<file path="src/rtl/gsc_pkg.sv">
package gsc_pkg;

  localparam int MAX_VERTICES = 64;
  localparam int DEGREE_BITS  = 8;

  localparam int IDX_W = $clog2(MAX_VERTICES);
  localparam int CNT_W = $clog2(MAX_VERTICES + 1);
  localparam int DEG_W = DEGREE_BITS;

  // large enough for the k largest degrees and for n*(n-1)
  localparam int LEFT_MAX = MAX_VERTICES * ((1 << DEGREE_BITS) - 1);
  localparam int RIGHT_MAX = MAX_VERTICES * (MAX_VERTICES - 1);
  localparam int SUM_MAX = (LEFT_MAX > RIGHT_MAX) ? LEFT_MAX : RIGHT_MAX;
  localparam int SUM_W = $clog2(SUM_MAX + 1);

  typedef enum logic [1:0] {
    VERDICT_OK       = 2'd0,
    VERDICT_ODD      = 2'd1,
    VERDICT_FAIL     = 2'd2,
    VERDICT_OVERFLOW = 2'd3
  } verdict_t;

  typedef struct packed {
    verdict_t           verdict;
    logic [CNT_W-1:0]   fail_pos;
    logic [CNT_W-1:0]   count;
  } gsc_result_t;

  typedef struct packed {
    logic               wr_en;
    logic [IDX_W-1:0]   wr_addr;
    logic [DEG_W-1:0]   wr_data;
    logic [IDX_W-1:0]   rd_addr;
  } gsc_mem_req_t;

  typedef struct packed {
    logic [SUM_W-1:0]   cmp_a;
    logic [SUM_W-1:0]   cmp_b;
    logic [SUM_W-1:0]   add_a;
    logic [SUM_W-1:0]   add_b;
  } gsc_alu_req_t;

endpackage

</file>
<file path="src/rtl/gsc_mem.sv">
module gsc_mem import gsc_pkg::*; (
  input  logic               clk,
  input  gsc_mem_req_t       req,
  output logic [DEG_W-1:0]   rd_data
);

  logic [DEG_W-1:0] mem [MAX_VERTICES];
  logic [DEG_W-1:0] rd_data_r;

  always_ff @(posedge clk) begin
    if (req.wr_en) begin
      mem[req.wr_addr] <= req.wr_data;
    end
    rd_data_r <= mem[req.rd_addr];
  end

  assign rd_data = rd_data_r;

endmodule

</file>
<file path="src/rtl/gsc_alu.sv">
module gsc_alu import gsc_pkg::*; (
  input  gsc_alu_req_t       req,
  output logic               gt,
  output logic [SUM_W-1:0]   sum
);

  assign gt  = req.cmp_a > req.cmp_b;
  assign sum = req.add_a + req.add_b;

endmodule

</file>
<file path="src/rtl/gsc_engine.sv">
module gsc_engine import gsc_pkg::*; (
  input  logic               clk,
  input  logic               rst_n,
  input  logic               start,
  input  logic [CNT_W-1:0]   n,
  input  logic [DEG_W-1:0]   rd_data,
  output gsc_mem_req_t       mem_req,
  output logic               busy,
  output logic               done,
  output gsc_result_t        result
);

  typedef enum logic [6:0] {
    ST_IDLE    = 7'b0000001,
    ST_SCAN    = 7'b0000010,
    ST_SWAP_HI = 7'b0000100,
    ST_SWAP_LO = 7'b0001000,
    ST_KINIT   = 7'b0010000,
    ST_KSCAN   = 7'b0100000,
    ST_KCMP    = 7'b1000000
  } state_t;

  state_t             state_r, state_nxt;
  logic [CNT_W-1:0]   n_r, n_nxt;
  logic [IDX_W-1:0]   i_r, i_nxt;
  logic [CNT_W-1:0]   j_r, j_nxt;
  logic               pend_r, pend_nxt;
  logic [IDX_W-1:0]   pend_pos_r, pend_pos_nxt;
  logic [DEG_W-1:0]   max_r, max_nxt;
  logic [IDX_W-1:0]   max_pos_r, max_pos_nxt;
  logic [DEG_W-1:0]   old_r, old_nxt;
  logic [CNT_W-1:0]   k_r, k_nxt;
  logic [SUM_W-1:0]   left_r, left_nxt;
  logic [SUM_W-1:0]   right_r, right_nxt;

  gsc_alu_req_t       alu_req;
  logic               alu_gt;
  logic [SUM_W-1:0]   alu_sum;

  logic [CNT_W-1:0]   n_m1;
  logic [CNT_W-1:0]   k_m1;
  logic [2*CNT_W-1:0] kk;
  logic               issue;
  logic               last_pend;
  logic               left_hit;
  logic [SUM_W-1:0]   capped;

  gsc_alu u_alu (
    .req (alu_req),
    .gt  (alu_gt),
    .sum (alu_sum)
  );

  assign n_m1      = n_r - CNT_W'(1);
  assign k_m1      = k_r - CNT_W'(1);
  assign kk        = k_r * k_m1;
  assign issue     = ((state_r == ST_SCAN) || (state_r == ST_KSCAN)) && (j_r < n_r);
  assign last_pend = pend_r && (pend_pos_r == n_m1[IDX_W-1:0]);
  assign left_hit  = pend_pos_r == k_m1[IDX_W-1:0];
  // min(d, k) for the degrees past position k
  assign capped    = alu_gt ? SUM_W'(k_r) : SUM_W'(rd_data);

  always_comb begin
    alu_req = '0;
    case (state_r)
      ST_SCAN: begin
        alu_req.cmp_a = SUM_W'(rd_data);
        alu_req.cmp_b = SUM_W'(max_r);
      end
      ST_KSCAN: begin
        alu_req.cmp_a = SUM_W'(rd_data);
        alu_req.cmp_b = SUM_W'(k_r);
        alu_req.add_a = left_hit ? left_r : right_r;
        alu_req.add_b = left_hit ? SUM_W'(rd_data) : capped;
      end
      ST_KCMP: begin
        alu_req.cmp_a = left_r;
        alu_req.cmp_b = right_r;
      end
      default: begin
        alu_req = '0;
      end
    endcase
  end

  always_comb begin
    state_nxt       = state_r;
    n_nxt           = n_r;
    i_nxt           = i_r;
    j_nxt           = issue ? j_r + CNT_W'(1) : j_r;
    pend_nxt        = issue;
    pend_pos_nxt    = j_r[IDX_W-1:0];
    max_nxt         = max_r;
    max_pos_nxt     = max_pos_r;
    old_nxt         = old_r;
    k_nxt           = k_r;
    left_nxt        = left_r;
    right_nxt       = right_r;
    mem_req         = '0;
    mem_req.rd_addr = j_r[IDX_W-1:0];
    done            = 1'b0;
    result.verdict  = VERDICT_OK;
    result.fail_pos = '0;
    result.count    = n_r;

    case (state_r)
      ST_IDLE: begin
        if (start) begin
          n_nxt    = n;
          i_nxt    = '0;
          j_nxt    = '0;
          pend_nxt = 1'b0;
          k_nxt    = CNT_W'(1);
          left_nxt = '0;
          state_nxt = (n == CNT_W'(1)) ? ST_KINIT : ST_SCAN;
        end
      end
      ST_SCAN: begin
        if (pend_r) begin
          if (pend_pos_r == i_r) begin
            max_nxt     = rd_data;
            max_pos_nxt = pend_pos_r;
            old_nxt     = rd_data;
          end else if (alu_gt) begin
            max_nxt     = rd_data;
            max_pos_nxt = pend_pos_r;
          end
        end
        if (last_pend) begin
          state_nxt = ST_SWAP_HI;
        end
      end
      ST_SWAP_HI: begin
        mem_req.wr_en   = 1'b1;
        mem_req.wr_addr = i_r;
        mem_req.wr_data = max_r;
        state_nxt       = ST_SWAP_LO;
      end
      ST_SWAP_LO: begin
        mem_req.wr_en   = 1'b1;
        mem_req.wr_addr = max_pos_r;
        mem_req.wr_data = old_r;
        if (CNT_W'(i_r) + CNT_W'(2) == n_r) begin
          j_nxt     = '0;
          k_nxt     = CNT_W'(1);
          left_nxt  = '0;
          state_nxt = ST_KINIT;
        end else begin
          i_nxt     = i_r + IDX_W'(1);
          j_nxt     = CNT_W'(i_r) + CNT_W'(1);
          state_nxt = ST_SCAN;
        end
      end
      ST_KINIT: begin
        right_nxt = SUM_W'(kk);
        state_nxt = ST_KSCAN;
      end
      ST_KSCAN: begin
        if (pend_r) begin
          if (left_hit) begin
            left_nxt = alu_sum;
          end else begin
            right_nxt = alu_sum;
          end
        end
        if (last_pend) begin
          state_nxt = ST_KCMP;
        end
      end
      ST_KCMP: begin
        if (alu_gt) begin
          done            = 1'b1;
          result.verdict  = VERDICT_FAIL;
          result.fail_pos = k_r;
          state_nxt       = ST_IDLE;
        end else if (k_r == n_r) begin
          done      = 1'b1;
          state_nxt = ST_IDLE;
        end else begin
          k_nxt     = k_r + CNT_W'(1);
          j_nxt     = k_r;
          state_nxt = ST_KINIT;
        end
      end
      default: begin
        state_nxt = ST_IDLE;
      end
    endcase
  end

  always_ff @(posedge clk) begin
    if (!rst_n) begin
      state_r <= ST_IDLE;
      pend_r  <= 1'b0;
    end else begin
      state_r <= state_nxt;
      pend_r  <= pend_nxt;
    end
    n_r        <= n_nxt;
    i_r        <= i_nxt;
    j_r        <= j_nxt;
    pend_pos_r <= pend_pos_nxt;
    max_r      <= max_nxt;
    max_pos_r  <= max_pos_nxt;
    old_r      <= old_nxt;
    k_r        <= k_nxt;
    left_r     <= left_nxt;
    right_r    <= right_nxt;
  end

  assign busy = state_r != ST_IDLE;

endmodule

</file>
<file path="src/rtl/graphical_sequence_check.sv">
// an item that is not last is stored, unless past MAX_VERTICES; a last item whose verdict is
// too many degrees or an odd sum gives its result on the next cycle
// otherwise a selection sort and the per-k test run on one shared compare/add unit over
// the degree memory (one write port, one read port), with the input stalled meanwhile
// reset (synchronous, active low) clears the counters, flags and sequencer; the degree memory
// is not cleared since only written entries are ever read
module graphical_sequence_check import gsc_pkg::*; (
  input  logic               clk,
  input  logic               rst_n,
  input  logic               in_valid,
  output logic               in_stall,
  input  logic [7:0]         in_degree,
  input  logic               in_last_item,
  output logic               out_valid,
  input  logic               out_stall,
  output logic [1:0]         out_verdict,
  output logic [CNT_W-1:0]   out_failing_position,
  output logic [CNT_W-1:0]   out_vertex_count
);

  logic [CNT_W-1:0]   count_r;
  logic               odd_r;
  logic               ovf_r;
  logic               out_valid_r;
  gsc_result_t        out_res_r;

  logic               accept;
  logic [DEG_W-1:0]   deg;
  logic               stored;
  logic [CNT_W-1:0]   count_new;
  logic               odd_new;
  logic               ovf_new;
  logic               imm_done;
  gsc_result_t        imm_res;
  logic               eng_start;

  gsc_mem_req_t       eng_req;
  gsc_mem_req_t       mem_req;
  logic [DEG_W-1:0]   rd_data;
  logic               eng_busy;
  logic               eng_done;
  gsc_result_t        eng_res;

  assign in_stall  = eng_busy | (out_valid_r & out_stall);
  assign accept    = in_valid & ~in_stall;
  assign deg       = in_degree[DEG_W-1:0];
  assign stored    = count_r < CNT_W'(MAX_VERTICES);
  assign count_new = stored ? count_r + CNT_W'(1) : count_r;
  assign odd_new   = odd_r ^ (stored & deg[0]);
  assign ovf_new   = ovf_r | ~stored;

  assign imm_done  = accept & in_last_item & (ovf_new | odd_new);
  assign eng_start = accept & in_last_item & ~ovf_new & ~odd_new;

  always_comb begin
    imm_res.verdict  = ovf_new ? VERDICT_OVERFLOW : VERDICT_ODD;
    imm_res.fail_pos = '0;
    imm_res.count    = count_new;
  end

  // engine owns the memory while it runs, loads write otherwise
  always_comb begin
    mem_req = eng_req;
    if (!eng_busy) begin
      mem_req.wr_en   = accept & stored;
      mem_req.wr_addr = count_r[IDX_W-1:0];
      mem_req.wr_data = deg;
    end
  end

  gsc_mem u_mem (
    .clk     (clk),
    .req     (mem_req),
    .rd_data (rd_data)
  );

  gsc_engine u_engine (
    .clk     (clk),
    .rst_n   (rst_n),
    .start   (eng_start),
    .n       (count_new),
    .rd_data (rd_data),
    .mem_req (eng_req),
    .busy    (eng_busy),
    .done    (eng_done),
    .result  (eng_res)
  );

  always_ff @(posedge clk) begin
    if (!rst_n) begin
      count_r     <= '0;
      odd_r       <= 1'b0;
      ovf_r       <= 1'b0;
      out_valid_r <= 1'b0;
    end else begin
      if (accept) begin
        if (in_last_item) begin
          count_r <= '0;
          odd_r   <= 1'b0;
          ovf_r   <= 1'b0;
        end else begin
          count_r <= count_new;
          odd_r   <= odd_new;
          ovf_r   <= ovf_new;
        end
      end
      if (imm_done || eng_done) begin
        out_valid_r <= 1'b1;
      end else if (out_valid_r && !out_stall) begin
        out_valid_r <= 1'b0;
      end
    end
    if (imm_done) begin
      out_res_r <= imm_res;
    end else if (eng_done) begin
      out_res_r <= eng_res;
    end
  end

  assign out_valid            = out_valid_r;
  assign out_verdict          = out_res_r.verdict;
  assign out_failing_position = out_res_r.fail_pos;
  assign out_vertex_count     = out_res_r.count;

  // the engine only finishes into an empty output register
  a_done_empty: assert property (@(posedge clk) disable iff (!rst_n)
    eng_done |-> !out_valid_r)
    else $error("engine result would overwrite a pending result");

  // a sequence never starts while the engine still works on the previous one
  a_start_idle: assert property (@(posedge clk) disable iff (!rst_n)
    eng_start |-> !eng_busy && !eng_done)
    else $error("engine started while busy");

  a_fail_pos: assert property (@(posedge clk) disable iff (!rst_n)
    out_valid_r && (out_res_r.verdict == VERDICT_FAIL) |->
      (out_res_r.fail_pos != '0) && (out_res_r.fail_pos <= out_res_r.count))
    else $error("failing position out of range");

  a_pos_zero: assert property (@(posedge clk) disable iff (!rst_n)
    out_valid_r && (out_res_r.verdict != VERDICT_FAIL) |-> out_res_r.fail_pos == '0)
    else $error("failing position set without a failing verdict");

endmodule

</file>
<file path="config.mk">
export PLATFORM = sky130hd
export DESIGN_NAME = graphical_sequence_check
export DESIGN_NICKNAME = d
export VERILOG_FILES = /design/src/rtl/gsc_pkg.sv /design/src/rtl/gsc_mem.sv /design/src/rtl/gsc_alu.sv /design/src/rtl/gsc_engine.sv /design/src/rtl/graphical_sequence_check.sv
export SDC_FILE = /design/constraint.sdc
export NUM_CORES = 1
export LEC_CHECK = 0
export BUFFER_PORTS_ARGS = -buffer_cell sky130_fd_sc_hd__buf_2
export CAP_MARGIN = 20
export CORE_ASPECT_RATIO = 1.2
export CORE_MARGIN = 2
export CORE_UTILIZATION = 25
export DETAILED_ROUTE_END_ITERATION = 6
export GPL_ROUTABILITY_DRIVEN = 1
export PLACE_DENSITY = 0.43
export SLEW_MARGIN = 0
export SYNTH_ARGS = -nofsm -noshare
export SYNTH_HDL_FRONTEND = slang
export SYNTH_SLANG_ARGS = --single-unit
</file>
<file path="constraint.sdc">
create_clock -name clk -period 6.15 [get_ports clk]
set_input_delay 0.615 -clock clk [delete_from_list [all_inputs] [get_ports clk]]
set_output_delay 0.615 -clock clk [all_outputs]
set_load 0.005 [all_outputs]
</file>
==> results of run 1 <==
worst min-delay path: stages:
cell and delay (ns):
buf_2 0.16, nand4b_1 0.11, a21boi_0 0.07
layer usage:
metal,track usage (%),wire [um]
met1,16.1,32800
met2,23.3,39900
met3,1.97,2330
met4,3.77,1670
met5,0,0
cell families after synthesis:
group | share of synthesized area (%)
muxes | 13.4
and+or+nand+nor | 6.89
AOI/OAI and AO/OA | 5.31
adders and majority gates | 4.89
xor gates and xnor gates | 2.36
DFF | 64.5
buffers and inverters | 2.63
flip-flops by register name, indices dropped and copies added, names as in the netlist, 8 cells and up:
register	flops
u_engine.old_r	8
u_mem.mem	512
u_mem.rd_data	8
u_engine.left_r	14
u_engine.max_r	8
u_engine.right_r	14
layout by cell type (no fill, tap or decap), types with 14 or more instances in the layout:
master     count
nor3_1        15
a222oi_1      15
ha_1          73
clkbuf_1      21
and2_1        14
buf_4         37
fa_1          25
nand2b_1      32
xor2_1        37
inv_1         60
buf_2         30
dfxtp_1       42
clkbuf_16     77
nor2b_1       27
nand2_1       78
a21oi_1       43
nand3_1       27
edfxtp_1     591
mux4_2       154
o21ai_0       37
mux2i_1       27
a21o_1        16
a22oi_1       20
nor2_1       135
xnor2_1       41
a22o_1        20
worst paths after layout:
check | start | to | slack (ns) | cells past startpoint
setup reg to reg | u_engine.k_r[1]$_SDFFCE_PP0P_ | u_engine.right_r[13]$_DFFE_PP_ | 0.38 | 19
hold reg to reg | ovf_r$_SDFFE_PN0P_ | ovf_r$_SDFFE_PN0P_ | 0.48 | 2
setup / recovery | u_engine.k_r[1]$_SDFFCE_PP0P_ | u_engine.right_r[13]$_DFFE_PP_ | 0.38 | 19
hold / removal | in_degree[0] | odd_r$_SDFFE_PN0P_ | 0.41 | 3
area by class of cell:
class	instances	area [um2]
Multi-Input combinational cell	981	9520
Clock inverter	26	260
Fill cell	11473	81600
Clock buffer	98	2010
Timing Repair Buffer	72	519
Tap cell	1518	1900
Inverter	69	259
Sequential cell	637	18700
power groups by stage:
stage                     Combinational [mW]  Sequential (mW)  Clock [mW]
after CTS                               4.99             5.86        4.33
final                                   4.82             5.85        4.19
after detailed placement                4.95             5.95           0
after floorplan                         3.31             5.80           0
after global placement                  4.91             5.94           0
after global routing                    5.48             5.88        4.49
==> flow_summary_export.csv, run 1 <==
group,metric,value,unit
finish,stdcell_area,33100,um2
sta,drv_slew,0,
sta,finalHoldViolCount,0,
logic_synthesis,synth_common_cells,"edfxtp_1, mux4_2, nor2_1",
pwr,p_seq_share,39.4,%
logic_synthesis,synth.area.top_cells,"edfxtp_1, mux4_2, dfxtp_1",
global_route,antenna_found_initial,0,
sta,fin_crit,5.77,ns
setup_path,path_class,"flip-flop to flip-flop",
setup_path,crit_path_top_delay_cell,"fa_1",
sta,tightest_slew,1.09,ns
sta,clock_skew,0.0263,ns
finish,post-route-util,28.9,%
pwr,leakagePower,10.8,nW
pwr,power.switching,4.92,mW
logic_synthesis,async_flop_share,0,%
pwr,powerDensity,449,nW/um2
sta,fin_hold_ws,0.413,ns
global_route,track_usage,13.0,%
clocking,cts_inserted_buffers,72,
floorplanning,rows,136,
logic_synthesis,synth_most_common_cell,"edfxtp_1",
floorplanning,dieArea,118000,um2
finish,instances_no_fill,3401,
routing,drt_iter0_drc,890,
logic_synthesis,yosysTopAreaCell,"edfxtp_1",
setup_path,path_max_fanout,6,
outcome,status,"complete, no violations",
sta,finalSetupTns,0,ns
place,finalWeightedCongestion,0.809,
pwr,pwr-share-comb,32.4,%
routing,firstDrtPassIters,5,
floorplanning,core_area,115000,um2
routing,vias_per_cell,4.60,
sta,fmax,173,MHz
clocking,cts_resized,0,
global_route,grt_max_degree,65,
setup_path,cp.arrival,6.21,ns
clocking,cts.sinks,637,
pwr,total_power,14.9,mW
place,place_hpwl,51400,um
setup_path,path_cells,"inv_1 -> ha_1 -> inv_1 -> or3_1 -> or3_1 -> ha_1 -> nand2b_1 -> fa_1 -> fa_1 -> fa_1 -> inv_1 -> fa_1 -> ha_1 -> o21a_1 -> o31a_1 -> a211o_1 -> a41o_1 -> a22o_1 -> a211oi_2",
place,dp_cells,3277,
setup_path,crit_required,6.59,ns
job,max_cap_viol_count,0,
place,pre_cts_ws,0.405,ns
logic_synthesis,ys_types,81,
clocking,htree_num_levels,3,
setup_path,cp_slowest_stage_delay,0.55,ns
sta,rsz0062_at_grt,"no",
logic_synthesis,synth_seq_cells,637,
routing,drcViolationCount,0,
pwr,intPower,9.95,mW
finish,antenna_cells,0,
finish,area_delta_synth_final,14.5,%
logic_synthesis,syn-num-nets,1899,
place,port_buffers,30,
routing,wl,76700,um
sta,fin_crit_sh,93.9,%
clocking,cts_tree,"done",
sta,fin_ws,0.377,ns
place,placed_cell_area,30900,um2
setup_path,crit_buf_inv,3,
logic_synthesis,syn-instance-count,1788,
hold_path,hp-class,"primary input to flip-flop",
setup_path,crit_family,"adder cells",
pwr,vdd_drop_max,0.364,mV
pwr,swShare,33.1,%
logic_synthesis,yosys.area.top_type_share,61.3,%
logic_synthesis,synth_flop_cell,"edfxtp_1",
logic_synthesis,seq_area_frac_synth,64.5,%
setup_path,worstSetupStartpointType,"flip-flop",
clocking,clk_pin_slew_worst_paths,0.06,ns
logic_synthesis,synth_edf_count,591,
floorplanning,io_pins,31,
finish,drive_above_1_share,19.9,%
sta,slew-limit-headroom,26.8,%
clocking,postCtsSetupBuffers,0,
setup_path,path_common_cell,"fa_1",
floorplanning,die_y,377,um
finish,nets,1944,
clocking,clock_latency,0.61,ns
logic_synthesis,syn_avg_cell_area,16.2,um2
floorplanning,dieWidth,315,um
global_route,grt_pass1_wl,114000,um
clocking,clockBufferDepth,3,
routing,avgRoutedWirePerCell,22.6,um
sta,setup_viol,0,
logic_synthesis,yosysWarningCount,0,
routing,num_vias,15633,
routing,ant_nets,0,
clocking,cts-root-buf,"clkbuf_16",
logic_synthesis,syn_area,28900,um2
setup_path,end_kind,"flip-flop",
pwr,clockPowerShare,28.2,%
global_route,first_global_vias,16721,
floorplanning,initial_core_util,25.2,%
clocking,ctsHoldBuffers,0,
global_route,grt.overflow.total,0,
Note: power is estimated with default switching activity, not from simulation.
==> run 2, diff against run 1 <==
--- a/config.mk
+++ b/config.mk
@@ -13,7 +13,7 @@
 export DETAILED_ROUTE_END_ITERATION = 6
 export GPL_ROUTABILITY_DRIVEN = 1
 export PLACE_DENSITY = 0.43
-export SLEW_MARGIN = 0
+export SLEW_MARGIN = 20
 export SYNTH_ARGS = -nofsm -noshare
 export SYNTH_HDL_FRONTEND = slang
 export SYNTH_SLANG_ARGS = --single-unit
==> constraint.sdc (replaced) <==
create_clock -name clk -period 4.9 [get_ports clk]
set_input_delay 0.49 -clock clk [delete_from_list [all_inputs] [get_ports clk]]
set_output_delay 0.49 -clock clk [all_outputs]
set_load 0.005 [all_outputs]
==> run 2 against run 1 <==
  * The run now ends with negative setup slack left
  * Setup slack got worse by 0.91 ns
  * Sequential share of layout area fell by 2.6 points
  * Critical path type unchanged
  * Largest cell class unchanged
  * Final area rose by 4.9%
  * Sequential power rose by 25%
  * Power rose by 40%
  * Combinational power rose by 67%
  * Highest routed layer unchanged
  * Maximum frequency rose by 6.3%
  * Sequential cell count did not move
  * Register-to-register slack got worse by 0.91 ns
  * Count of clock-buffer cells in the layout fell by 3
  * Clock power rose by 30%
  * Hold slack got worse by 0.15 ns
==> flow_summary_export.csv, run 2 (synthesized netlist as in run 1, its figures left out) <==
group,metric,value,unit
hold_path,hp-class,"primary input to flip-flop",
setup_path,cp.arrival,5.87,ns
routing,drt_iter0_drc,1095,
finish,num-fill-cells,11372,
global_route,track_usage,13.3,%
sta,setup_viol,8,
hold_path,min_from,"out_stall",
place,placed_cell_area,32100,um2
pwr,swShare,32.4,%
clocking,cts_tree,"done",
routing,firstDrtPassIters,7,
finish,drive_above_1_share,28.6,%
clocking,clk_pin_slew_worst_paths,0.06,ns
pwr,power.switching,6.73,mW
clocking,cts.sinks,637,
floorplanning,io_pins,31,
sta,finalHoldViolCount,0,
setup_path,path_max_fanout,3,
finish,stdcell_area,34800,um2
routing,vias_per_cell,4.60,
finish,reg.largest.list,"u_mem.mem x512, u_engine.left_r x14, u_engine.right_r x14",
sta,fin_hold_ws,0.265,ns
routing,drcViolationCount,0,
clocking,htree_num_levels,3,
setup_path,crit_family,"adder cells",
floorplanning,initial_core_util,25.2,%
pwr,leakagePower,11.8,nW
setup_path,reg2reg_from,"u_engine.k_r[0]$_SDFFCE_PP1P_",
setup_path,cp_slowest_stage_delay,0.55,ns
routing,num_vias,16395,
finish,layout_commonest_cell,"edfxtp_1",
global_route,grt_pass1_wl,117000,um
setup_path,crit_path_top_delay_cell,"fa_2",
global_route,antenna_found_initial,0,
setup_path,path_class,"flip-flop to flip-flop",
pwr,intPower,14.1,mW
hold_path,min_path_cells,3,
outcome,violations,"negative setup slack",
place,finalWeightedCongestion,0.791,
global_route,grt.overflow.total,0,
job,max_cap_viol_count,0,
pwr,p_seq_share,35.2,%
place,port_buffers,30,
finish,nets,2108,
clocking,clock_latency,0.62,ns
global_route,first_global_vias,17262,
setup_path,r2r_slack,-0.53,ns
clocking,cts_inserted_buffers,73,
pwr,clockPowerShare,26.1,%
floorplanning,die_y,377,um
global_route,grt_max_degree,75,
place,pre_cts_ws,-0.575,ns
hold_path,hold_end,"out_valid$_SDFFE_PN0P_",
finish,area_delta_synth_final,20.2,%
routing,wl,78900,um
finish,largest_register,"u_mem.mem",
routing,avgRoutedWirePerCell,22.1,um
clocking,cts-root-buf,"clkbuf_16",
finish,final_cell_mix,"edfxtp_1, buf_4, mux4_2",
setup_path,reg2reg_depth,19,
place,place_hpwl,54700,um
clocking,clockBufferDepth,3,
floorplanning,dieWidth,315,um
sta,tightest_slew,1.03,ns
outcome,status,"finished with violations",
sta,slew-limit-headroom,31.3,%
setup_path,startpoint,"u_engine.k_r[0]$_SDFFCE_PP1P_",
setup_path,crit_cells,19,
sta,clock_skew,0.0424,ns
sta,rsz0062_at_grt,"yes",
floorplanning,core_area,115000,um2
floorplanning,rows,136,
sta,fin_ws,-0.528,ns
setup_path,crit_buf_inv,3,
sta,fmax,184,MHz
pwr,powerDensity,598,nW/um2
setup_path,r2r-end,"u_engine.right_r[13]$_DFFE_PP_",
setup_path,worstSetupStartpointType,"flip-flop",
floorplanning,dieArea,118000,um2
routing,ant_nets,0,
setup_path,path_cells,"inv_8 -> ha_4 -> inv_2 -> or3_4 -> or3_4 -> ha_4 -> nand2b_4 -> fa_1 -> fa_1 -> fa_1 -> inv_2 -> fa_2 -> ha_4 -> o21a_1 -> o31a_1 -> a211o_1 -> a41o_1 -> a22o_1 -> a211oi_2",
finish,largest_reg_flops,512,
setup_path,crit_required,5.34,ns
pwr,vdd_drop_max,0.640,mV
pwr,total_power,20.8,mW
pwr,pwr-share-comb,38.6,%
sta,fin_crit_sh,111,%
setup_path,end_kind,"flip-flop",
sta,fin_crit,5.43,ns
sta,drv_slew,0,
[run 2: cell count changes in the layout (fill, tap and decap cells not counted), sizes merged]
cell,change
inv,-5
buf,+163
clkinvlp,+2
clkinv,+6
clkbuf,-3
bufinv,+3
diode,+1
[run 2: layout make-up]
cell class | instances | area (um2) | area share [%]
Antenna cell | 1 | 2.50 | 0.00720
Clock buffer | 95 | 1990 | 5.73
Clock inverter | 32 | 377 | 1.08
Inverter | 69 | 270 | 0.777
Multi-Input combinational cell | 981 | 9770 | 28.1
Sequential cell | 637 | 18700 | 53.7
Tap cell | 1518 | 1900 | 5.46
Timing Repair Buffer | 235 | 1780 | 5.11
[run 2: timing repair]
item                                    CTS  global route
setup buffers                             8             9
gates resized for setup                  33            30
cloned                                    0             0
endpoints found under the setup margin   16            17
hold buffers                              0             0
pin swaps                                14            20
[run 2: worst max-delay path by stage]
stage / slack [ns] / endpoint
after floorplan: -0.57 / u_engine.right_r[13]$_DFFE_PP_
after global placement: -0.56 / u_engine.right_r[13]$_DFFE_PP_
after detailed placement: -0.57 / u_engine.right_r[13]$_DFFE_PP_
after CTS: -0.56 / u_engine.right_r[13]$_DFFE_PP_
after global routing: -0.74 / u_engine.right_r[11]$_DFFE_PP_
final: -0.53 / u_engine.right_r[13]$_DFFE_PP_
[run 2: tightest hold or removal path, stage by stage]
cell and delay (ns):
buf_2 0.09, nand2_1 0.14, a21boi_0 0.11
[run 2: layer usage]
metal  track usage [%]  share of wire, %  up-vias
met5                 0                 0        -
met4              4.47               3.0        0
met3              2.29               4.3      122
met2              23.1                51      357
met1              16.8                42     8531
li1                  -                 -     7385
[run 2: power groups by stage]
stage / clock (mW) / combinational (mW) / sequential [mW]
after global placement: 0 / 7.19 / 7.43
after floorplan: 0 / 4.38 / 7.28
after CTS: 5.60 / 8.17 / 7.32
after global routing: 5.80 / 9.01 / 7.36
final: 5.43 / 8.03 / 7.32
after detailed placement: 0 / 7.27 / 7.43
[run 2: metrics by stage]
step | TNS, ns | utilization (%) | std cells
floorplan | -2.01 | - | 1788
global placement | -3.73 | 27.9 | 3424
detailed placement | -4.36 | 28.0 | 3425
CTS | -3.26 | 30.2 | 3559
global route | -4.92 | 30.3 | 3567
finish | -2.94 | 30.3 | 3568
==> run 3, diff against run 2 <==
--- a/config.mk
+++ b/config.mk
@@ -12,7 +12,7 @@
 export CORE_UTILIZATION = 25
 export DETAILED_ROUTE_END_ITERATION = 6
 export GPL_ROUTABILITY_DRIVEN = 1
-export PLACE_DENSITY = 0.43
+export PLACE_DENSITY = 0.41
 export SLEW_MARGIN = 20
 export SYNTH_ARGS = -nofsm -noshare
 export SYNTH_HDL_FRONTEND = slang
==> constraint.sdc (replaced) <==
create_clock -name clk -period 6.6 [get_ports clk]
set_input_delay 0.66 -clock clk [delete_from_list [all_inputs] [get_ports clk]]
set_output_delay 0.66 -clock clk [all_outputs]
set_load 0.005 [all_outputs]
==> run 3 against run 2 <==
  * The flow now finishes without violations
  * Clock power is 27% lower
  * Sequential share of layout area rose by 2.7 points
  * Core utilization is 1.5 points lower
  * Critical endpoint is now u_engine.right_r[9]$_DFFE_PP_
  * Register-to-register slack better by 1.2 ns
==> flow_summary_export.csv, run 3 (synthesized netlist as in run 1, its figures left out) <==
group,metric,value,unit
outcome,status,"complete, no violations",
finish,stdcell_area,33100,um2
setup_path,end_kind,"flip-flop",
sta,finalHoldViolCount,0,
finish,num-fill-cells,11459,
global_route,grt.overflow.total,0,
finish,final_cell_mix,"edfxtp_1, mux4_2, nor2_1",
sta,slew-limit-headroom,28.4,%
setup_path,worstSetupStartpointType,"flip-flop",
sta,clock_skew,0.0282,ns
finish,largest_reg_flops,512,
sta,fin_crit,5.91,ns
sta,rsz0062_at_grt,"no",
finish,antenna_cells,0,
place,port_buffers,30,
setup_path,path_max_fanout,17,
clocking,htree_num_levels,3,
sta,setup_viol,0,
place,placed_cell_area,30800,um2
pwr,leakagePower,10.7,nW
sta,fmax,169,MHz
sta,finalSetupTns,0,ns
routing,drcViolationCount,0,
clocking,cts_resized,0,
routing,vias_per_cell,4.59,
setup_path,startpoint,"u_engine.state_r[4]$_SDFFE_PN0P_",
routing,num_vias,15613,
global_route,grt_max_degree,65,
routing,avgRoutedWirePerCell,22.7,um
setup_path,reg2reg_depth,21,
clocking,cts_tree,"done",
routing,wl,77000,um
setup_path,r2r-end,"u_engine.right_r[9]$_DFFE_PP_",
floorplanning,core_area,115000,um2
pwr,swShare,33.2,%
sta,fin_ws,0.694,ns
finish,largest_register,"u_mem.mem",
pwr,total_power,13.7,mW
sta,tightest_slew,1.07,ns
sta,drv_slew,0,
routing,ant_nets,0,
finish,area_delta_synth_final,14.4,%
clocking,cts_inserted_buffers,76,
global_route,first_global_vias,16556,
place,place_hpwl,50500,um
setup_path,path_class,"flip-flop to flip-flop",
floorplanning,initial_core_util,25.2,%
global_route,grt_pass1_wl,114000,um
pwr,powerDensity,415,nW/um2
sta,fin_crit_sh,89.5,%
clocking,cts-root-buf,"clkbuf_16",
finish,reg.largest.list,"u_mem.mem x512, u_engine.left_r x14, u_engine.right_r x14",
setup_path,cp.arrival,6.29,ns
pwr,clockPowerShare,28.7,%
clocking,clockBufferDepth,3,
pwr,intPower,9.18,mW
clocking,clk_pin_slew_worst_paths,0.06,ns
setup_path,r2r_slack,0.69,ns
hold_path,hp-class,"flip-flop to flip-flop",
job,max_cap_viol_count,0,
floorplanning,dieArea,118000,um2
global_route,track_usage,13.1,%
clocking,cts.sinks,637,
floorplanning,rows,136,
routing,firstDrtPassIters,5,
clocking,clock_latency,0.63,ns
clocking,ctsHoldBuffers,0,
setup_path,crit_required,6.99,ns
pwr,power.switching,4.56,mW
floorplanning,io_pins,31,
finish,drive_above_1_share,20.1,%
setup_path,reg2reg_from,"u_engine.state_r[4]$_SDFFE_PN0P_",
place,finalWeightedCongestion,0.791,
place,pre_cts_ws,0.729,ns
floorplanning,die_y,377,um
clocking,postCtsSetupBuffers,0,
routing,drt_iter0_drc,1058,
pwr,vdd_drop_max,0.312,mV
setup_path,crit_end,"u_engine.right_r[9]$_DFFE_PP_",
finish,nets,1938,
finish,layout_commonest_cell,"edfxtp_1",
floorplanning,dieWidth,315,um
pwr,p_seq_share,39.7,%
global_route,antenna_found_initial,2,
pwr,pwr-share-comb,31.6,%
run 3: how the worst min path moves through the flow:
stage / from / endpoint / slack (ns) / depth (start not counted)
after floorplan: u_engine.j_r[0]$_DFF_P_ / u_engine.pend_pos_r[0]$_DFF_P_ / 0.35 / 0
after global placement: ovf_r$_SDFFE_PN0P_ / ovf_r$_SDFFE_PN0P_ / 0.46 / 2
after detailed placement: ovf_r$_SDFFE_PN0P_ / ovf_r$_SDFFE_PN0P_ / 0.46 / 2
after CTS: rst_n / u_engine.state_r[5]$_SDFFE_PN0P_ / 0.46 / 2
after global routing: rst_n / count_r[5]$_SDFFE_PN0P_ / 0.48 / 2
final: ovf_r$_SDFFE_PN0P_ / ovf_r$_SDFFE_PN0P_ / 0.48 / 2
run 3: per-stage QoR:
stage                     utilization, %  instances  hold WS, ns
after global placement              26.8       3266        0.456
final                               28.9       3399        0.477
after floorplan                        -       1788        0.352
after CTS                           28.9       3398        0.461
after detailed placement            26.8       3266        0.464
after global routing                28.9       3399        0.484
run 3: layer usage:
metal	share of wire (%)	global-route usage, %	vias up
met5	0	0	-
met4	1.8	3.39	0
met3	3.5	2.11	85
met2	51	23.0	294
met1	43	16.6	8181
li1	-	-	7053
run 3: final cells by class:
class	count	area, um2	share of cell area [%]
Clock buffer	90	2010	6.06
Clock inverter	42	304	0.919
Inverter	69	260	0.786
Multi-Input combinational cell	981	9520	28.8
Sequential cell	637	18700	56.4
Tap cell	1518	1900	5.74
Timing Repair Buffer	62	432	1.30
run 3: worst max-delay path: stages (launching register included):
cell and delay [ns]:
dfxtp_1 0.46, nor4_1 0.37, and3_1 0.70, a222oi_1 0.18, ha_1 0.39, nand4_1 0.16, a21oi_1 0.21, o311ai_0 0.14
a21o_1 0.18, buf_4 0.16, nor2b_1 0.10, buf_4 0.21, mux2i_1 0.32, nor2_1 0.08, ha_1 0.30, a211oi_1 0.30
o21ai_0 0.20, o21ai_0 0.46, a21boi_0 0.20, xnor2_1 0.17, mux2i_1 0.10, mux2_2 0.27
run 3: power by group through the flow:
stage / registers (mW) / logic [mW] / clock network [mW]
after global routing: 5.48 / 4.95 / 4.22
after floorplan: 5.40 / 3.08 / 0
after CTS: 5.45 / 4.53 / 4.07
after detailed placement: 5.53 / 4.51 / 0
final: 5.45 / 4.35 / 3.94
after global placement: 5.53 / 4.49 / 0
